===== src/hdl/sbe_ram.sv =====
// ----------------------------------------------------------------------------
// sbe_ram
// Generic single-write, single-read memory with registered read data.
// ----------------------------------------------------------------------------
`default_nettype none

module sbe_ram #(
	parameter int WIDTH = 32,
	parameter int DEPTH = 64,
	localparam int AW = (DEPTH > 1) ? $clog2(DEPTH) : 1
) (
	input  wire logic             clk,
	input  wire logic             we,
	input  wire logic [AW-1:0]    waddr,
	input  wire logic [WIDTH-1:0] wdata,
	input  wire logic [AW-1:0]    raddr,
	output logic      [WIDTH-1:0] rdata
);

	logic [WIDTH-1:0] mem [DEPTH];

	// write port and registered read port
	always_ff @(posedge clk) begin
		if (we) begin
			mem[waddr] <= wdata;
		end
		rdata <= mem[raddr];
	end

endmodule

`default_nettype wire


===== config.mk =====
export PLATFORM = sky130hd
export DESIGN_NAME = sbe_ram
export DESIGN_NICKNAME = d
export VERILOG_FILES = /design/src/hdl/sbe_ram.sv
export SDC_FILE = /design/constraint.sdc
export NUM_CORES = 2
export LEC_CHECK = 0
export ABC_AREA = 1
export BUFFER_PORTS_ARGS = -buffer_cell sky130_fd_sc_hd__buf_4
export CORE_MARGIN = 2
export CORE_UTILIZATION = 40
export CTS_CLUSTER_SIZE = 12
export DETAILED_ROUTE_END_ITERATION = 6
export PLACE_DENSITY_LB_ADDON = 0.08
export SYNTH_ARGS = -nofsm -noshare
export SYNTH_HDL_FRONTEND = slang
export SYNTH_SLANG_ARGS = --single-unit
export TNS_END_PERCENT = 30

===== constraint.sdc =====
create_clock -name clk -period 5.85 [get_ports clk]
set_input_delay 1.17 -clock clk [delete_from_list [all_inputs] [get_ports clk]]
set_output_delay 1.17 -clock clk [all_outputs]
set_load 0.02 [all_outputs]

# Word level (Yosys, flattened, before mapping)
# Memories as Yosys holds them, arrays and structs flattened. A register that Yosys moved wholly into a read port is not among the register bits.
# Cells that the tools add are included.
# totals
n_memories,1
register_bits,0
inputBits,46
mem_bits_rw,2048
output_inout_bits,32
word_cells,3
# op_classes
muxes,2
# memory_table
memory,depth,width,read_ports,rd_ports_with_merged_regs,wr,line_no,rtl
mem,64,32,1,1,1,20,logic [WIDTH-1:0] mem [DEPTH];
# op_table
op,count
$mux W1,2

# Logic depth before layout (Yosys ltp)
# depth
ltp_word,2
depth_mapped,13
ltp_nobuf,9

# Worst setup path after synthesis
# OpenSTA, ideal clock, no wires.
# synth_path
kind,input -> register
startpoint,in we
endpoint,mem mem[48][0] (enable)
path_buffers,1
slack_ns,0.550
arrival_time_ns,4.798
cell_stages,3
t_required_ns,5.348
setup_ns,0.502
cell_sequence,clkbuf_1 > nand4_1 > nor4_1
# synth_between
elab_chain_len,2
# synth_rtl
item,line_no,rtl
start: declaration,13,"input wire logic we,"
$mux W1,24,if (we) begin
$mux W1 (implied by the code),25,mem[waddr] <= wdata;
end: declaration,20,
# No other way between the ends.

==> flow_metrics.py <==
metrics = {
    "run_status": {
        "status": "complete, no violations",
    },
    "global_route": {
        "grtUsageMet1_pct": 36.0,
        "grt_pass1_vias": 51100,
        "grt_busiest_layer": "met2",
        "grtUsageMet3_pct": 3.40,
        "grt_remaining_overflow": 0,
        "antenna_found_initial": 14,
        "grt_use_total_pct": 25.7,
        "grt_max_degree": 152,
        "grt_use_met2_pct": 40.7,
        "grt_first_pass_wirelength_um": 388000,
    },
    "pwr": {
        "ir_drop_v": 0.000317,
        "p_seq_share_pct": 51.5,
        "swShare_pct": 23.7,
        "internal-power_mw": 24.6,
        "p_per_area_mw_per_mm2": 345,
        "p_comb_share_pct": 6.6,
        "power.leakage_nw": 32.5,
        "total_power_mw": 32.2,
        "p_switching_mw": 7.65,
        "p_clk_share_pct": 41.9,
    },
    "synthesis": {
        "syn_area_sq_mm": 0.0827,
        "yosys_warnings": 0,
        "syn_inst": 6769,
        "netlist_top_cells_area": "edfxtp_1, nand3_1, nand2_1, buf_2, dfxtp_1",
        "seq_area_frac_synth_pct": 75.1,
        "syn_avg_cell_area_sq_um": 12.2,
        "synth_seq_cells": 2080,
        "synthDistinctLibCells": 16,
        "synth_top_area_cell": "edfxtp_1",
        "syn_nets": 6815,
        "netlist.area_leader.share_pct": 74.3,
    },
    "placement": {
        "hpwl_um": 149000,
        "gp_congestion": 0.813,
        "io_buffers": 77,
    },
    "setup_path": {
        "crit_buf_inv": 5,
        "crit_chain": "buf_8, inv_16, buf_12, buf_12, buf_12, nand2_1, nand3_1, nand3_1, nand3_1, nand3_1, nand2_1, nand2_1, nand2_1",
        "crit_path_start_kind": "input pin",
        "end_kind": "register",
        "cp_slowest_cell": "nand2_1",
        "path_depth": 13,
        "cp.arrival_ns": 4.45,
        "critPathTopFamily": "simple AND/OR/NAND/NOR gates",
        "path_max_fanout": 79,
        "crit_type": "input pin to register",
        "rr_worst_depth": 8,
        "required_ns": 6.66,
        "cpPeakStageDelay_ns": 0.44,
    },
    "detailed_routing": {
        "drt_first_pass_iters": 5,
        "drc_errors": 0,
        "drt_wl_total_um": 274000,
        "drt-initial-drc-count": 5920,
        "postRouteAntennaNets": 0,
        "avgViaCountPerCell": 5.57,
        "num_vias": 53800,
        "post_drt_wl_per_cell_um": 28.4,
    },
    "floorplan": {
        "die_x_um": 459,
        "die_h_um": 459,
        "initial_core_util_pct": 40.3,
        "ios": 78,
        "coreArea_sq_mm": 0.205,
        "placementRows": 166,
        "die-area_sq_mm": 0.210,
    },
    "clock_tree": {
        "clk_pin_slew_ns": 0.06,
        "cts_hold_buf": 0,
        "cts_root_buf": "clkbuf_16",
        "numClockSinks": 2080,
        "ctsResizeCount": 0,
        "cts_made_buffers": 223,
        "postCtsSetupBuffers": 0,
        "htreeDepth": 4,
        "clk_latency_ns": 0.87,
        "cts_tree": "yes",
        "cts_buffer_depth": 3,
    },
    "cells_and_area": {
        "multi_input_area_sq_mm": 0.0188,
        "nNetsFinal": 6816,
        "seq_area_sq_mm": 0.0621,
        "syn_to_final_growth_pct": 12.8,
        "num-fill-cells": 18700,
        "fin_util_pct": 45.5,
        "drive_gt1_share_pct": 8.64,
    },
    "hold_path": {
        "worstHoldPathCells": 1,
        "worstHoldPathType": "input pin to register",
    },
    "timing": {
        "timing.final.max_slew_violations": 0,
        "maxClockFrequency_ghz": 0.274,
        "finalHoldViolCount": 0,
        "finalCriticalPeriod_ns": 3.65,
        "rsz0062_at_grt": "false",
        "final-setup-viol-count": 0,
        "fin_crit_sh_pct": 62.3,
        "relSlewSlack_pct": 5.96,
        "clock_skew_ns": 0.0485,
        "worst_pin_slew_ns": 1.41,
        "timing.setup.tns_ns": 0,
    },
    "flow_run": {
        "cap_violations": 0,
    },
}
-- state kept, by name, indices dropped and copies added, names as in the netlist --
signal  flops
mem      2048
rdata      32
-- power groups by stage --
stage	sequential, mW	combinational, mW	clock, mW
after floorplan	16.9	1.01	0
after global placement	16.9	2.13	0
after detailed placement	16.9	2.13	0
after CTS	16.6	2.14	13.8
after global routing	16.6	2.27	14.3
final	16.6	2.12	13.5
-- metrics by stage --
stage                     hold slack (ns)  cells  instance area, sq um  setup slack, ns
after detailed placement            0.799   9232                 86400             1.38
after CTS                           0.492   9646                 93300             2.32
after global placement              0.833   9230                 86400             1.38
final                               0.541   9658                 93400             2.20
after floorplan                     0.721   6769                 82700            0.550
after global routing                0.523   9649                 93300             2.19
-- synth_stat cells, drive strengths merged --
| library cell | instances |
|---|---|
| clkbuf | 77 |
| dfxtp | 32 |
| nand2 | 2248 |
| nor4 | 8 |
| buf | 372 |
| nand4 | 9 |
| inv | 12 |
| nor2 | 56 |
| nand3 | 1907 |
| edfxtp | 2048 |
-- path summary, 6_finish.rpt --
path | start | end | slack [ns]
worst max-delay path | raddr[0] | rdata[13]$_DFF_P_ | 2.20
worst min register to register | mem[12][4]$_DFFE_PP_ | rdata[4]$_DFF_P_ | 0.82
worst min-delay path | wdata[12] | mem[47][12]$_DFFE_PP_ | 0.54
worst max register to register | mem[15][10]$_DFFE_PP_ | rdata[10]$_DFF_P_ | 3.82
-- area by class of cell --
cell class	count	share of cell area, %
clock inverter	117	0.887
clock buffer	297	6.53
tap	2688	3.60
sequential	2080	66.6
timing repair buffer	225	2.20
antenna	11	0.0295
multi-input combinational	4228	20.1
inverter	12	0.0884
-- layout by cell type (no fill, tap or decap) --
| master | instances |
|---|---|
| nand2_1 | 2248 |
| edfxtp_1 | 2048 |
| nand3_1 | 1907 |
| clkbuf_16 | 229 |
| buf_4 | 194 |
| clkbuf_1 | 57 |
| nor2_4 | 56 |
| clkinv_1 | 51 |
| clkinv_2 | 49 |
| dfxtp_1 | 32 |
| buf_12 | 27 |
| diode_2 | 11 |
| clkbuf_8 | 11 |
| nand4_1 | 9 |
| bufinv_16 | 8 |
| nor4_2 | 7 |
| inv_6 | 6 |
| inv_1 | 6 |
| clkinv_8 | 3 |
| buf_8 | 3 |
| inv_8 | 2 |
| clkinv_16 | 2 |
| inv_16 | 1 |
| nor4_4 | 1 |
| clkinvlp_4 | 1 |
| buf_6 | 1 |
-- metal layers --
metal / vias to the layer above / share of wire, %
met1: 27300 / 43
met5: - / 0
met2: 1933 / 47
met4: 0 / 3.8
li1: 24200 / -
met3: 388 / 6.2
-- worst register-to-register path, delay by kind of cell (launching register included) --
kind | cells | cell delay [ns]
simple gates | 8 | 1.54
flops | 1 | 0.35
-- cells by family (layout without fill, tap and decap cells) --
| group | Yosys count | in the layout | synth area share [%] |
|---|---|---|---|
| and+or+nand+nor | 4228 | 4228 | 22.1 |
| DFF | 2080 | 2080 | 75.1 |
| buffers and inverters | 461 | 651 | 2.78 |
| other | 0 | 11 | 0 |
Note: power is estimated with default switching activity, not from simulation.
