File: src/hdl/sbe_pkg.sv
// ----------------------------------------------------------------------------
// sbe_pkg
// Shared types, constants and opcode codes of the stack bytecode executor.
// ----------------------------------------------------------------------------
`default_nettype none

package sbe_pkg;

	localparam int WORD_W          = 32;
	localparam int SP_W            = 7;
	localparam int PC_W            = 16;
	localparam int STACK_DEPTH_DEF = 64;
	localparam int LOCAL_DEPTH_DEF = 256;

	// configuration register reset values
	localparam logic [6:0]  LIMIT_RST  = 7'd64;
	localparam logic [8:0]  LOCALS_RST = 9'd256;
	localparam logic [15:0] CODE_RST   = 16'hffff;
	localparam logic [15:0] BUDGET_RST = 16'd10000;

	// register indexes on the apb port
	localparam logic [1:0] REG_STACK_LIMIT = 2'd0;
	localparam logic [1:0] REG_LOCALS      = 2'd1;
	localparam logic [1:0] REG_CODE_LEN    = 2'd2;
	localparam logic [1:0] REG_BUDGET      = 2'd3;

	typedef enum logic [2:0] {
		ST_OK        = 3'd0,
		ST_OVERFLOW  = 3'd1,
		ST_UNDERFLOW = 3'd2,
		ST_FAULT     = 3'd3,
		ST_BUDGET    = 3'd4
	} status_t;

	typedef struct packed {
		status_t              status;
		logic [PC_W-1:0]      pc;
		logic                 done;
		logic [WORD_W-1:0]    rv;
		logic                 rvalid;
		logic [SP_W-1:0]      depth;
	} result_t;

	// opcodes
	localparam logic [7:0] OP_NOP      = 8'h00;
	localparam logic [7:0] OP_ACONST   = 8'h01;
	localparam logic [7:0] OP_ICONST_M = 8'h02;
	localparam logic [7:0] OP_ICONST_5 = 8'h08;
	localparam logic [7:0] OP_BIPUSH   = 8'h10;
	localparam logic [7:0] OP_SIPUSH   = 8'h11;
	localparam logic [7:0] OP_ILOAD    = 8'h15;
	localparam logic [7:0] OP_ILOAD_0  = 8'h1a;
	localparam logic [7:0] OP_ILOAD_3  = 8'h1d;
	localparam logic [7:0] OP_ALOAD_0  = 8'h2a;
	localparam logic [7:0] OP_ALOAD_3  = 8'h2d;
	localparam logic [7:0] OP_ISTORE   = 8'h36;
	localparam logic [7:0] OP_ISTORE_0 = 8'h3b;
	localparam logic [7:0] OP_ISTORE_3 = 8'h3e;
	localparam logic [7:0] OP_ASTORE_0 = 8'h4b;
	localparam logic [7:0] OP_ASTORE_3 = 8'h4e;
	localparam logic [7:0] OP_POP      = 8'h57;
	localparam logic [7:0] OP_POP2     = 8'h58;
	localparam logic [7:0] OP_DUP      = 8'h59;
	localparam logic [7:0] OP_SWAP     = 8'h5f;
	localparam logic [7:0] OP_IADD     = 8'h60;
	localparam logic [7:0] OP_ISUB     = 8'h64;
	localparam logic [7:0] OP_IMUL     = 8'h68;
	localparam logic [7:0] OP_IDIV     = 8'h6c;
	localparam logic [7:0] OP_IREM     = 8'h70;
	localparam logic [7:0] OP_INEG     = 8'h74;
	localparam logic [7:0] OP_ISHL     = 8'h78;
	localparam logic [7:0] OP_ISHR     = 8'h7a;
	localparam logic [7:0] OP_IUSHR    = 8'h7c;
	localparam logic [7:0] OP_IAND     = 8'h7e;
	localparam logic [7:0] OP_IOR      = 8'h80;
	localparam logic [7:0] OP_IXOR     = 8'h82;
	localparam logic [7:0] OP_IFEQ     = 8'h99;
	localparam logic [7:0] OP_IFNE     = 8'h9a;
	localparam logic [7:0] OP_IFLT     = 8'h9b;
	localparam logic [7:0] OP_IFGE     = 8'h9c;
	localparam logic [7:0] OP_IFGT     = 8'h9d;
	localparam logic [7:0] OP_IFLE     = 8'h9e;
	localparam logic [7:0] OP_ICMPEQ   = 8'h9f;
	localparam logic [7:0] OP_ICMPNE   = 8'ha0;
	localparam logic [7:0] OP_GOTO     = 8'ha7;
	localparam logic [7:0] OP_IRETURN  = 8'hac;
	localparam logic [7:0] OP_RETURN   = 8'hb1;

endpackage

`default_nettype wire

File: src/hdl/sbe_div.sv
// ----------------------------------------------------------------------------
// sbe_div
// Signed 32-bit restoring divider, one quotient bit per cycle, truncating.
// ----------------------------------------------------------------------------
`default_nettype none

module sbe_div
	import sbe_pkg::*;
(
	input  wire logic              clk,
	input  wire logic              arst_n,
	input  wire logic              start,
	input  wire logic [WORD_W-1:0] dividend,
	input  wire logic [WORD_W-1:0] divisor,
	output logic                   done,
	output logic      [WORD_W-1:0] quotient,
	output logic      [WORD_W-1:0] remainder
);

	localparam int CW = $clog2(WORD_W + 1);

	logic [CW-1:0]     cnt_q;
	logic              run_q;
	logic              fin_q;
	logic              done_q;
	logic              negq_q;
	logic              negr_q;
	logic [WORD_W-1:0] q_q;
	logic [WORD_W-1:0] r_q;
	logic [WORD_W-1:0] d_q;
	logic [WORD_W-1:0] quot_q;
	logic [WORD_W-1:0] rem_q;
	logic [WORD_W-1:0] rsh;
	logic              fits;

	// one shift-subtract step
	assign rsh  = {r_q[WORD_W-2:0], q_q[WORD_W-1]};
	assign fits = (rsh >= d_q);

	// control
	always_ff @(posedge clk or negedge arst_n) begin
		if (!arst_n) begin
			cnt_q  <= '0;
			run_q  <= 1'b0;
			fin_q  <= 1'b0;
			done_q <= 1'b0;
		end else begin
			done_q <= fin_q;
			fin_q  <= 1'b0;
			if (start) begin
				cnt_q <= CW'(WORD_W);
				run_q <= 1'b1;
			end else if (run_q) begin
				cnt_q <= cnt_q - CW'(1);
				if (cnt_q == CW'(1)) begin
					run_q <= 1'b0;
					fin_q <= 1'b1;
				end
			end
		end
	end

	// datapath on magnitudes, signs applied at the end
	always_ff @(posedge clk) begin
		if (start) begin
			q_q    <= dividend[WORD_W-1] ? (-dividend) : dividend;
			d_q    <= divisor[WORD_W-1] ? (-divisor) : divisor;
			r_q    <= '0;
			negq_q <= dividend[WORD_W-1] ^ divisor[WORD_W-1];
			negr_q <= dividend[WORD_W-1];
		end else if (run_q) begin
			r_q <= fits ? (rsh - d_q) : rsh;
			q_q <= {q_q[WORD_W-2:0], fits};
		end
		if (fin_q) begin
			quot_q <= negq_q ? (-q_q) : q_q;
			rem_q  <= negr_q ? (-r_q) : r_q;
		end
	end

	assign done      = done_q;
	assign quotient  = quot_q;
	assign remainder = rem_q;

endmodule

`default_nettype wire

File: config.mk
export PLATFORM = sky130hd
export DESIGN_NAME = sbe_div
export DESIGN_NICKNAME = d
export VERILOG_FILES = /design/src/hdl/sbe_pkg.sv /design/src/hdl/sbe_div.sv
export SDC_FILE = /design/constraint.sdc
export NUM_CORES = 1
export LEC_CHECK = 0
export BUFFER_PORTS_ARGS = -buffer_cell sky130_fd_sc_hd__buf_2
export CAP_MARGIN = 40
export CORE_AREA = 10 10 155 157
export CTS_CLUSTER_SIZE = 8
export DETAILED_ROUTE_END_ITERATION = 8
export DIE_AREA = 0 0 165 167
export PLACE_DENSITY = 0.79
export SLEW_MARGIN = 10
export SYNTH_ARGS = -nofsm -noshare
export SYNTH_HDL_FRONTEND = slang
export SYNTH_SLANG_ARGS = --single-unit
File: constraint.sdc
create_clock -name clk -period 4.16 [get_ports clk]
set_clock_uncertainty 0.1 [all_clocks]
set_input_delay 0.208 -clock clk [delete_from_list [all_inputs] [get_ports clk]]
set_output_delay 0.208 -clock clk [all_outputs]
set_load 0.03 [all_outputs]
# Word-level counts from Yosys, hierarchy flattened
# Index checks and enable logic that the tools add are counted.
# totals
regBits	171
in_bits	67
output_inout_bits	65
wordCells	37
# op_classes
n_reduce_logical	1
mux	15
order_cmp	1
n_bitwise	1
eq_ne	1
add_sub_neg	6
# op_table
operator	count
$mux W32	6
$neg A32 Y32	4
$ge A32 B32 Y1	1
$sub A32 B32 Y32	1
$mux W31	1
$mux W6	2
$eq A6 B1 Y1 const B	1
$mux W1	6
$sub A6 B1 Y6 const B	1
$reduce_bool A2 Y1	1
$xor A1 B1 Y1	1

# Depth between registers and ports, before layout
# Gate-level depths: netlist (run 1).
# logic_depth
ltp_word	4
ltp_mapped	14
mapped_depth_nobuf	12

# Least setup slack after synthesis (run 1)
# No wires, ideal clock.
# synth_path
path_kind	input to register
from	in dividend[8]
to	reg q_q[28] (data pin)
t_arrival_ps	3046
path_buffers	0
setup_slack_ps	743
stages	9
setup_ps	271
path_cell_list	or4_4 -> or4_1 -> or3_1 -> or2_1 -> or3_1 -> or4_4 -> o31ai_4 -> xor2_1 -> a21oi_1
# synth_via
elab_chain_cells	3
# synth_rtl
element	line_no	rtl
start, declared	sbe_div.sv:13	input wire logic [WORD_W-1:0] dividend,
$neg A32 Y32	sbe_div.sv:66	q_q <= dividend[WORD_W-1] ? (-dividend) : dividend;
$mux W32	sbe_div.sv:66	
$mux W32	sbe_div.sv:65	if (start) begin
end signal, assigned	sbe_div.sv:66	
end signal, assigned	sbe_div.sv:73	q_q <= {q_q[WORD_W-2:0], fits};
end, declared	sbe_div.sv:28	logic [WORD_W-1:0] q_q;
# No other way between the ends.
# A chain may end at the register's enable or synchronous reset.

# Worst setup path in the final report (run 1)
# layout_path
from	reg q_q[31]
to	reg r_q[12]
# layout_via
elab_chain_cells	2
# layout_rtl
element	line_no	rtl
$sub A32 B32 Y32 / $ge A32 B32 Y1 (equally long branches)	sbe_div.sv:72, sbe_div.sv:38	
$mux W32 *	sbe_div.sv:72	r_q <= fits ? (rsh - d_q) : rsh;
end signal, assigned	sbe_div.sv:72	
end, declared	sbe_div.sv:29	logic [WORD_W-1:0] r_q;
# Every way passes the cells marked *; elsewhere a longest branch is shown, timed or not.

==> results of run 1 <==
flip-flops by register name, summed over array words and instances, names as in the netlist:
signal,cells
cnt_q,6
d_q,32
done,1
fin_q,1
negq_q,1
negr_q,1
q_q,32
quotient,32
r_q,32
remainder,32
run_q,1
kinds of logic after synthesis:
logic type                 Yosys count  synth area share [%]
muxes                                7                 0.705
buffers and inverters               99                  3.61
and+or+nand+nor                    316                  14.7
AOI/OAI and AO/OA                  276                  17.4
adders and majority gates           39                  4.81
DFF                                171                  46.3
xor gates and xnor gates           146                  12.4
routing by layer:
metal  vias to the layer above  track usage [%]  wire length [um]
li1                       4141                -                 -
met1                      3827             23.4             11000
met4                         0             4.82               287
met5                         -                0                 0
met3                        25             3.77              1870
met2                       292             28.0             11100
worst max-delay path: cells and delay by family, from the launching register on:
kind	cells	cell delay [ns]
compound gates	6	1.33
fa+ha+maj	2	0.36
buf+inv	2	0.47
flops	1	0.48
simple gates	2	0.61
stage by stage:
stage | util [%] | total power, mW | setup WS, ns
2_1_floorplan | - | 3.95 | 0.743
3_3_place_gp | 53.8 | 4.35 | 0.439
3_5_place_dp | 54.0 | 4.41 | 0.383
4_1_cts | 58.2 | 6.04 | 0.692
5_1_grt | 58.2 | 6.40 | 0.367
6_report | 58.2 | 6.02 | 0.674
synthesized netlist by cell type (5+ instances only):
cell type  number  share of area [%]
a21oi_1        70                3.4
clkbuf_1       39                1.4
nor3_1         11               0.53
xnor2_1       103                8.8
o41ai_1        14                1.2
o31ai_1        34                2.5
nand3_1        12               0.58
edfxtp_1      130                 38
nor4_1         10               0.61
dfrtp_1         9                2.2
or3_1          20                1.2
or4_1          14                1.0
nor2b_1         6               0.36
nor2_1        101                3.7
a31oi_1         5               0.30
inv_1          56                2.0
o21ai_0        72                3.5
o21a_1          8               0.58
a21o_1         11               0.80
and2_1          5               0.30
dfxtp_1        32                6.2
nand2_1        96                3.5
a211oi_1       18                1.3
ha_1           38                4.6
or2_2           8               0.49
mux2i_1         5               0.49
xor2_1         43                3.7
nand2b_1       10               0.61
area by class of cell:
| type | instances | area share [%] |
|---|---|---|
| clock buffers | 17 | 3.51 |
| clock inverters | 15 | 1.49 |
| flip-flops and latches | 171 | 39.4 |
| well taps | 275 | 2.84 |
| multi-input cells | 784 | 42.6 |
| inverters | 56 | 1.73 |
| repair buffers | 169 | 8.48 |
power groups by stage:
stage / Sequential [mW] / Combinational [mW] / Clock, mW
after floorplan: 2.41 / 1.54 / 0
after global placement: 2.45 / 1.90 / 0
after detailed placement: 2.45 / 1.95 / 0
after CTS: 2.41 / 1.99 / 1.63
after global routing: 2.45 / 2.25 / 1.70
final: 2.42 / 1.99 / 1.61
worst min path at each step:
stage	from	endpoint	depth (start not counted)
after floorplan	arst_n	cnt_q[0]	0
after global placement	arst_n	done	1
after detailed placement	arst_n	done	1
after CTS	divisor[10]	d_q[10]	2
after global routing	divisor[6]	d_q[6]	2
final	divisor[23]	d_q[23]	2
==> metrics.md, run 1 <==
| Metric | Value |
|---|---|
| Status | finished clean |
| Dpl cell area | 11200 um2 |
| Static Leak | 4.76 nW |
| Row count | 53 |
| Final setup viols | 0 |
| Wirelength, routed | about 24000 um |
| CTS tree | done |
| Die ar. | 27600 um2 |
| Ports | 132 |
| Ys Warns | 0 |
| RR Startpoint | q_q[31] |
| Yosys reg bits | 171 |
| Pin count of the biggest net entering global routing | just under 90 |
| Post-Syn Area | 10300 um2 |
| Drt drc | 0 |
| Layout Nets | approximately 1300 |
| Antenna viol nets, final | 0 |
| H-tree Lvls | 4 |
| Syn-to-layout area delta | 17.7% |
| Register share of total power | 40.2% |
| DR pass1 iterations | 5 |
| Clock Tree Root | clkbuf_16 |
| FF-to-FF setup slack | 0.67 ns |
| Asr flop ratio synth | 5.26% |
| Sequential fraction of the synthesis area | 46.3% |
| First-pass GRT wire length | about 40000 um |
| Gpl congestion | 0.889 |
| Main synth FF type | edfxtp_1 |
| Switching share of power | 35.1% |
| Commonest cells after routing, fill and taps aside | edfxtp_1, buf_2, xnor2_1 |
| Vias per inst | between 5 and 6 |
| Setup CP Type | flip-flop to flip-flop |
| Iteration-0 DRC count of the detailed router | 511 |
| Placeable Area | roughly 21000 um2 |
| CP endpoint | r_q[12] |
| Pint | 3.91 mW |
| Final Max Tran Viols | 0 |
| Maxcap violations | 0 |
| CP max FO | 25 |
| Vias in the first global route | between 7000 and 8000 |
| IR drop worst, VDD | approximately 0.28 mV |
| Clock Sinks | between 150 and 200 |
| Hold bufs inserted after CTS | 27 |
| Min Hold Slack | ~0.023 ns |
| Post-route non-filler standard cell count | 1487 |
| Gr usage total | between 15 and 20% |
| Initial core utilization | 49.5% |
| Post-CTS setup buffers | 0 |
| Die Wd | 165 um |
| Reg2reg end | r_q[12] |
| Initial antenna violation count | 0 |
| RSZ-0062 raised after global routing | false |
| Post-synth EDFFs | 130 |
| Worst-skew pair later-pin latency | 0.44 ns |
| Ant. Diodes | 0 |
| Critical Path Start | q_q[31] |
| GRT overflow | 0 |
| Crit path max-delay cell type | nor2_2 |
| Final Hold Fails | 0 |
| Share of layout cells above drive strength 1 | 15.8% |
| Headroom to the max-slew limit | between 40% and 50% |
| I/O Buffers | roughly 130 |
| HP Class | input port to flip-flop |
| WP data arrival | ~3.7 ns |
| Mean Syn Cell Area | 9.77 um2 |
| CTS Buf Count | 17 |
| Worst Tran Pin Value | about 0.85 ns |
| Max clock buf depth | 2 |
| Minimum clock period | 3.49 ns |
| CP dominant cell by count | o21ai_0 |
| Die height | 167 um |
| PwrDens | 497 nW/um2 |
| Fin crit share | 83.8% |
| Gate power share | 33.1% |
| Vias | 8285 |
| Post-CTS Resized | 0 |
| Part of the power in the clock network | roughly a quarter |
| Crit-path max cell delay | around 0.55 ns |
| Worst r2r path cells | 12 |
| Synth unique cells | 65 |
| Register Area | between 4000 and 5000 um2 |
| Cell Count Post-Placement | 1428 |
| Area of the multi-input gates | 5160 um2 |
| Critical Path End Type | flip-flop |
| Max Fclk | ~290 MHz |
| Syn_nets | approximately 1200 |
| Post-Synthesis Cells | roughly 1100 |
| Critical Path, Cell by Cell | inv_1 -> ha_1 -> fa_1 -> nor2b_1 -> o21ai_0 -> a21oi_1 -> o21a_1 -> o311a_1 -> nor2_2 -> buf_4 -> o21ai_0 -> a22o_1 |
| Setup TNS | 0 ns |
| Worst-path clk slew | around 0.070 ns |
| Worst setup SP type | flip-flop |
| Fill cell count | 1775 |
| Data required, critical path | 4.39 ns |
| Design Area, Final | 12100 um2 |
| Psw | 2.11 mW |
| Placed wire-length estimate | 18500 um |
| DR WL/cell | about 16 um |
Note: power is estimated with default switching activity, not from simulation.
==> run 2, diff against run 1 <==
--- a/config.mk
+++ b/config.mk
@@ -5,13 +5,14 @@
 export SDC_FILE = /design/constraint.sdc
 export NUM_CORES = 1
 export LEC_CHECK = 0
+export ABC_AREA = 1
 export BUFFER_PORTS_ARGS = -buffer_cell sky130_fd_sc_hd__buf_2
 export CAP_MARGIN = 40
-export CORE_AREA = 10 10 155 157
+export CORE_AREA = 10 10 167 169
 export CTS_CLUSTER_SIZE = 8
 export DETAILED_ROUTE_END_ITERATION = 8
-export DIE_AREA = 0 0 165 167
-export PLACE_DENSITY = 0.79
+export DIE_AREA = 0 0 177 179
+export PLACE_DENSITY = 0.81
 export SLEW_MARGIN = 10
 export SYNTH_ARGS = -nofsm -noshare
 export SYNTH_HDL_FRONTEND = slang
==> constraint.sdc (replaced) <==
create_clock -name clk -period 2.85 [get_ports clk]
set_clock_uncertainty 0.1 [all_clocks]
set_input_delay 0.1425 -clock clk [delete_from_list [all_inputs] [get_ports clk]]
set_output_delay 0.1425 -clock clk [all_outputs]
set_load 0.03 [all_outputs]
==> run 2 against run 1 <==
  * Largest power group unchanged
  * Sequential share of layout area shrank 5.3 points
  * Worst hold slack worse by 0.0036 ns
  * Combinational power down 42%
  * Register-to-register slack worse by 0.40 ns
  * Synthesized cell count increased by 59%
  * Design area rose by 16%
  * Utilization down 1.6 points
==> metrics.md, run 2 <==
| Metric | Value |
|---|---|
| Setup CP Type | flip-flop to flip-flop |
| Post-synth EDFFs | 130 |
| Gr usage total | 20.1% |
| Post-CTS setup buffers | 0 |
| Max Fclk | 388 MHz |
| Worst Tran Pin Value | 0.723 ns |
| HP Class | input port to flip-flop |
| Syn_nets | 1786 |
| Status | finished clean |
| Largest cells by area after synthesis | edfxtp_1, nand2_1, inv_1 |
| DR pass1 iterations | 5 |
| Post-route core utilization | a little under three fifths |
| Headroom to the max-slew limit | 51.8% |
| Yosys reg bits | roughly 170 |
| Row count | 58 |
| Worst setup SP type | flip-flop |
| Die Wd | between 150 and 200 um |
| Ports | 132 |
| Synth top cells by count | nand2_1, inv_1, nand3_1 |
| Ys Warns | 0 |
| Worst-skew pair later-pin latency | 0.43 ns |
| WP data arrival | about 2.8 ns |
| Worst-path clk slew | 0.07 ns |
| DR WL/cell | between 10 and 15 um |
| Pin count of the biggest net entering global routing | 43 |
| Static Leak | 7.08 nW |
| Max clock buf depth | 2 |
| RSZ-0062 raised after global routing | false |
| Data required, critical path | around 3.1 ns |
| Maxcap violations | 0 |
| Initial antenna violation count | 1 |
| CP max FO | 33 |
| Vias | 11200 |
| CTS Buf Count | 17 |
| Commonest cells after routing, fill and taps aside | nand2_1, inv_1, nand3_1 |
| CTS tree | done |
| Clock Sinks | 171 |
| Sequential fraction of the synthesis area | around 40% |
| GRT overflow | 0 |
| Drt drc | 0 |
| IR drop worst, VDD | around 0.37 mV |
| Share of layout cells above drive strength 1 | 11.9% |
| Placeable Area | 24700 um2 |
| Post-Syn Area | approximately 12000 um2 |
| Fin crit share | 90.5% |
| First-pass GRT wire length | 51300 um |
| Synth unique cells | 42 |
| Antenna viol nets, final | 0 |
| I/O Buffers | 131 |
| Wirelength, routed | 32600 um |
| Iteration-0 DRC count of the detailed router | 1076 |
| Post-CTS Resized | 0 |
| Placed wire-length estimate | 26100 um |
| Top-count cell post-synth | nand2_1 |
| Initial core utilization | 49.1% |
| Mean Syn Cell Area | 7.23 um2 |
| Worst slack, placed | 0.333 ns |
| Final Max Tran Viols | 0 |
| Critical Path End Type | flip-flop |
| Final setup viols | 0 |
| Top cell type by total area after synthesis | edfxtp_1 |
| Die ar. | 31700 um2 |
| Vias per inst | 5.15 |
| Layout Nets | 1938 |
| Most common cell after layout, fill and taps aside | nand2_1 |
| Synth top area share | 32.1% |
| PwrDens | 472 nW/um2 |
| Final WS setup | approximately 0.27 ns |
| Syn-to-layout area delta | 15.4% |
| Die height | approximately 180 um |
| Asr flop ratio synth | 5.26% |
| Clock Tree Root | clkbuf_16 |
| Vias in the first global route | 10100 |
| Post-Synthesis Cells | 1680 |
| Gpl congestion | 1.00 |
| Setup TNS | 0 ns |
| H-tree Lvls | 4 |
| Final Hold Fails | 0 |
| Minimum clock period | 2.58 ns |
| Main synth FF type | edfxtp_1 |
run 2: where the power goes:
group,internal [mW],switching (mW),total [mW]
logic,0.406,0.746,1.15
registers,2.89,0.137,3.03
clock network,1.40,1.03,2.43
total,4.70,1.91,6.62
run 2: path summary, 6_finish.rpt:
kind | cells after the start | slack [ns] | end | from
worst max-delay path | 14 | 0.27 | r_q[4] | d_q[0]
worst min-delay path | 3 | 0.02 | q_q[6] | dividend[6]
worst max register to register | 14 | 0.27 | r_q[4] | d_q[0]
worst min register to register | 2 | 0.39 | r_q[31] | r_q[31]
max in group asynchronous | 4 | 1.20 | fin_q | arst_n
min in group asynchronous | 3 | 0.47 | cnt_q[1] | arst_n
run 2: worst max-delay path, cell delays in order (launching register included):
cell,delay [ns]
edfxtp_1,0.45
ha_1,0.24
fa_1,0.40
inv_1,0.10
nand3_1,0.12
nand2_4,0.12
nand2_2,0.06
nand2_4,0.08
nand2_2,0.06
nand3_2,0.08
nand2_4,0.06
nand2_4,0.27
nand2_1,0.11
nand3_1,0.10
o21ai_1,0.08
run 2: through the flow:
step / std cells / area (um2) / hold slack [ns] / total power [mW]
6_report: 2176 / 14000 / 0.0189 / 6.62
5_1_grt: 2176 / 14000 / 0.0284 / 6.89
4_1_cts: 2175 / 14000 / 0.0114 / 6.62
3_5_place_dp: 2117 / 13100 / -0.0951 / 4.18
3_3_place_gp: 2117 / 13100 / -0.0980 / 4.15
2_1_floorplan: 1680 / 12100 / -0.253 / 3.82
run 2: layout make-up:
class	instances	area, um2
Antenna cell	1	2.50
Clock buffer	18	429
Clock inverter	14	188
Fill cell	2268	10700
Inverter	301	1130
Multi-Input combinational cell	1174	6080
Sequential cell	171	4770
Tap cell	330	413
Timing Repair Buffer	167	1000
run 2: timing repair:
| action | 4_1_cts | 5_1_grt |
|---|---|---|
| hold buffers | 26 | 0 |
| hold endpoints to repair | 33 | 0 |
| setup endpoints to repair | 0 | 0 |
run 2: cells by family (layout without fill, tap and decap cells):
family / after synthesis / count (layout) / share of synthesized area (%)
adder cells (fa/ha/maj): 39 / 39 / 4.08
XOR/XNOR: 113 / 113 / 8.15
AND/OR/NAND/NOR: 885 / 885 / 31.6
other: 0 / 1 / 0
buffers and inverters: 335 / 500 / 10.7
flip-flops: 171 / 171 / 39.3
AO/OA/AOI/OAI: 137 / 137 / 6.19
run 2: layer usage:
| layer | share of wire, % | global-route usage [%] | vias to the layer above |
|---|---|---|---|
| li1 | - | - | 5659 |
| met1 | 46 | 29.0 | 5011 |
| met2 | 43 | 29.3 | 489 |
| met3 | 9.8 | 4.70 | 45 |
| met4 | 1.8 | 5.78 | 0 |
| met5 | 0 | 0 | - |
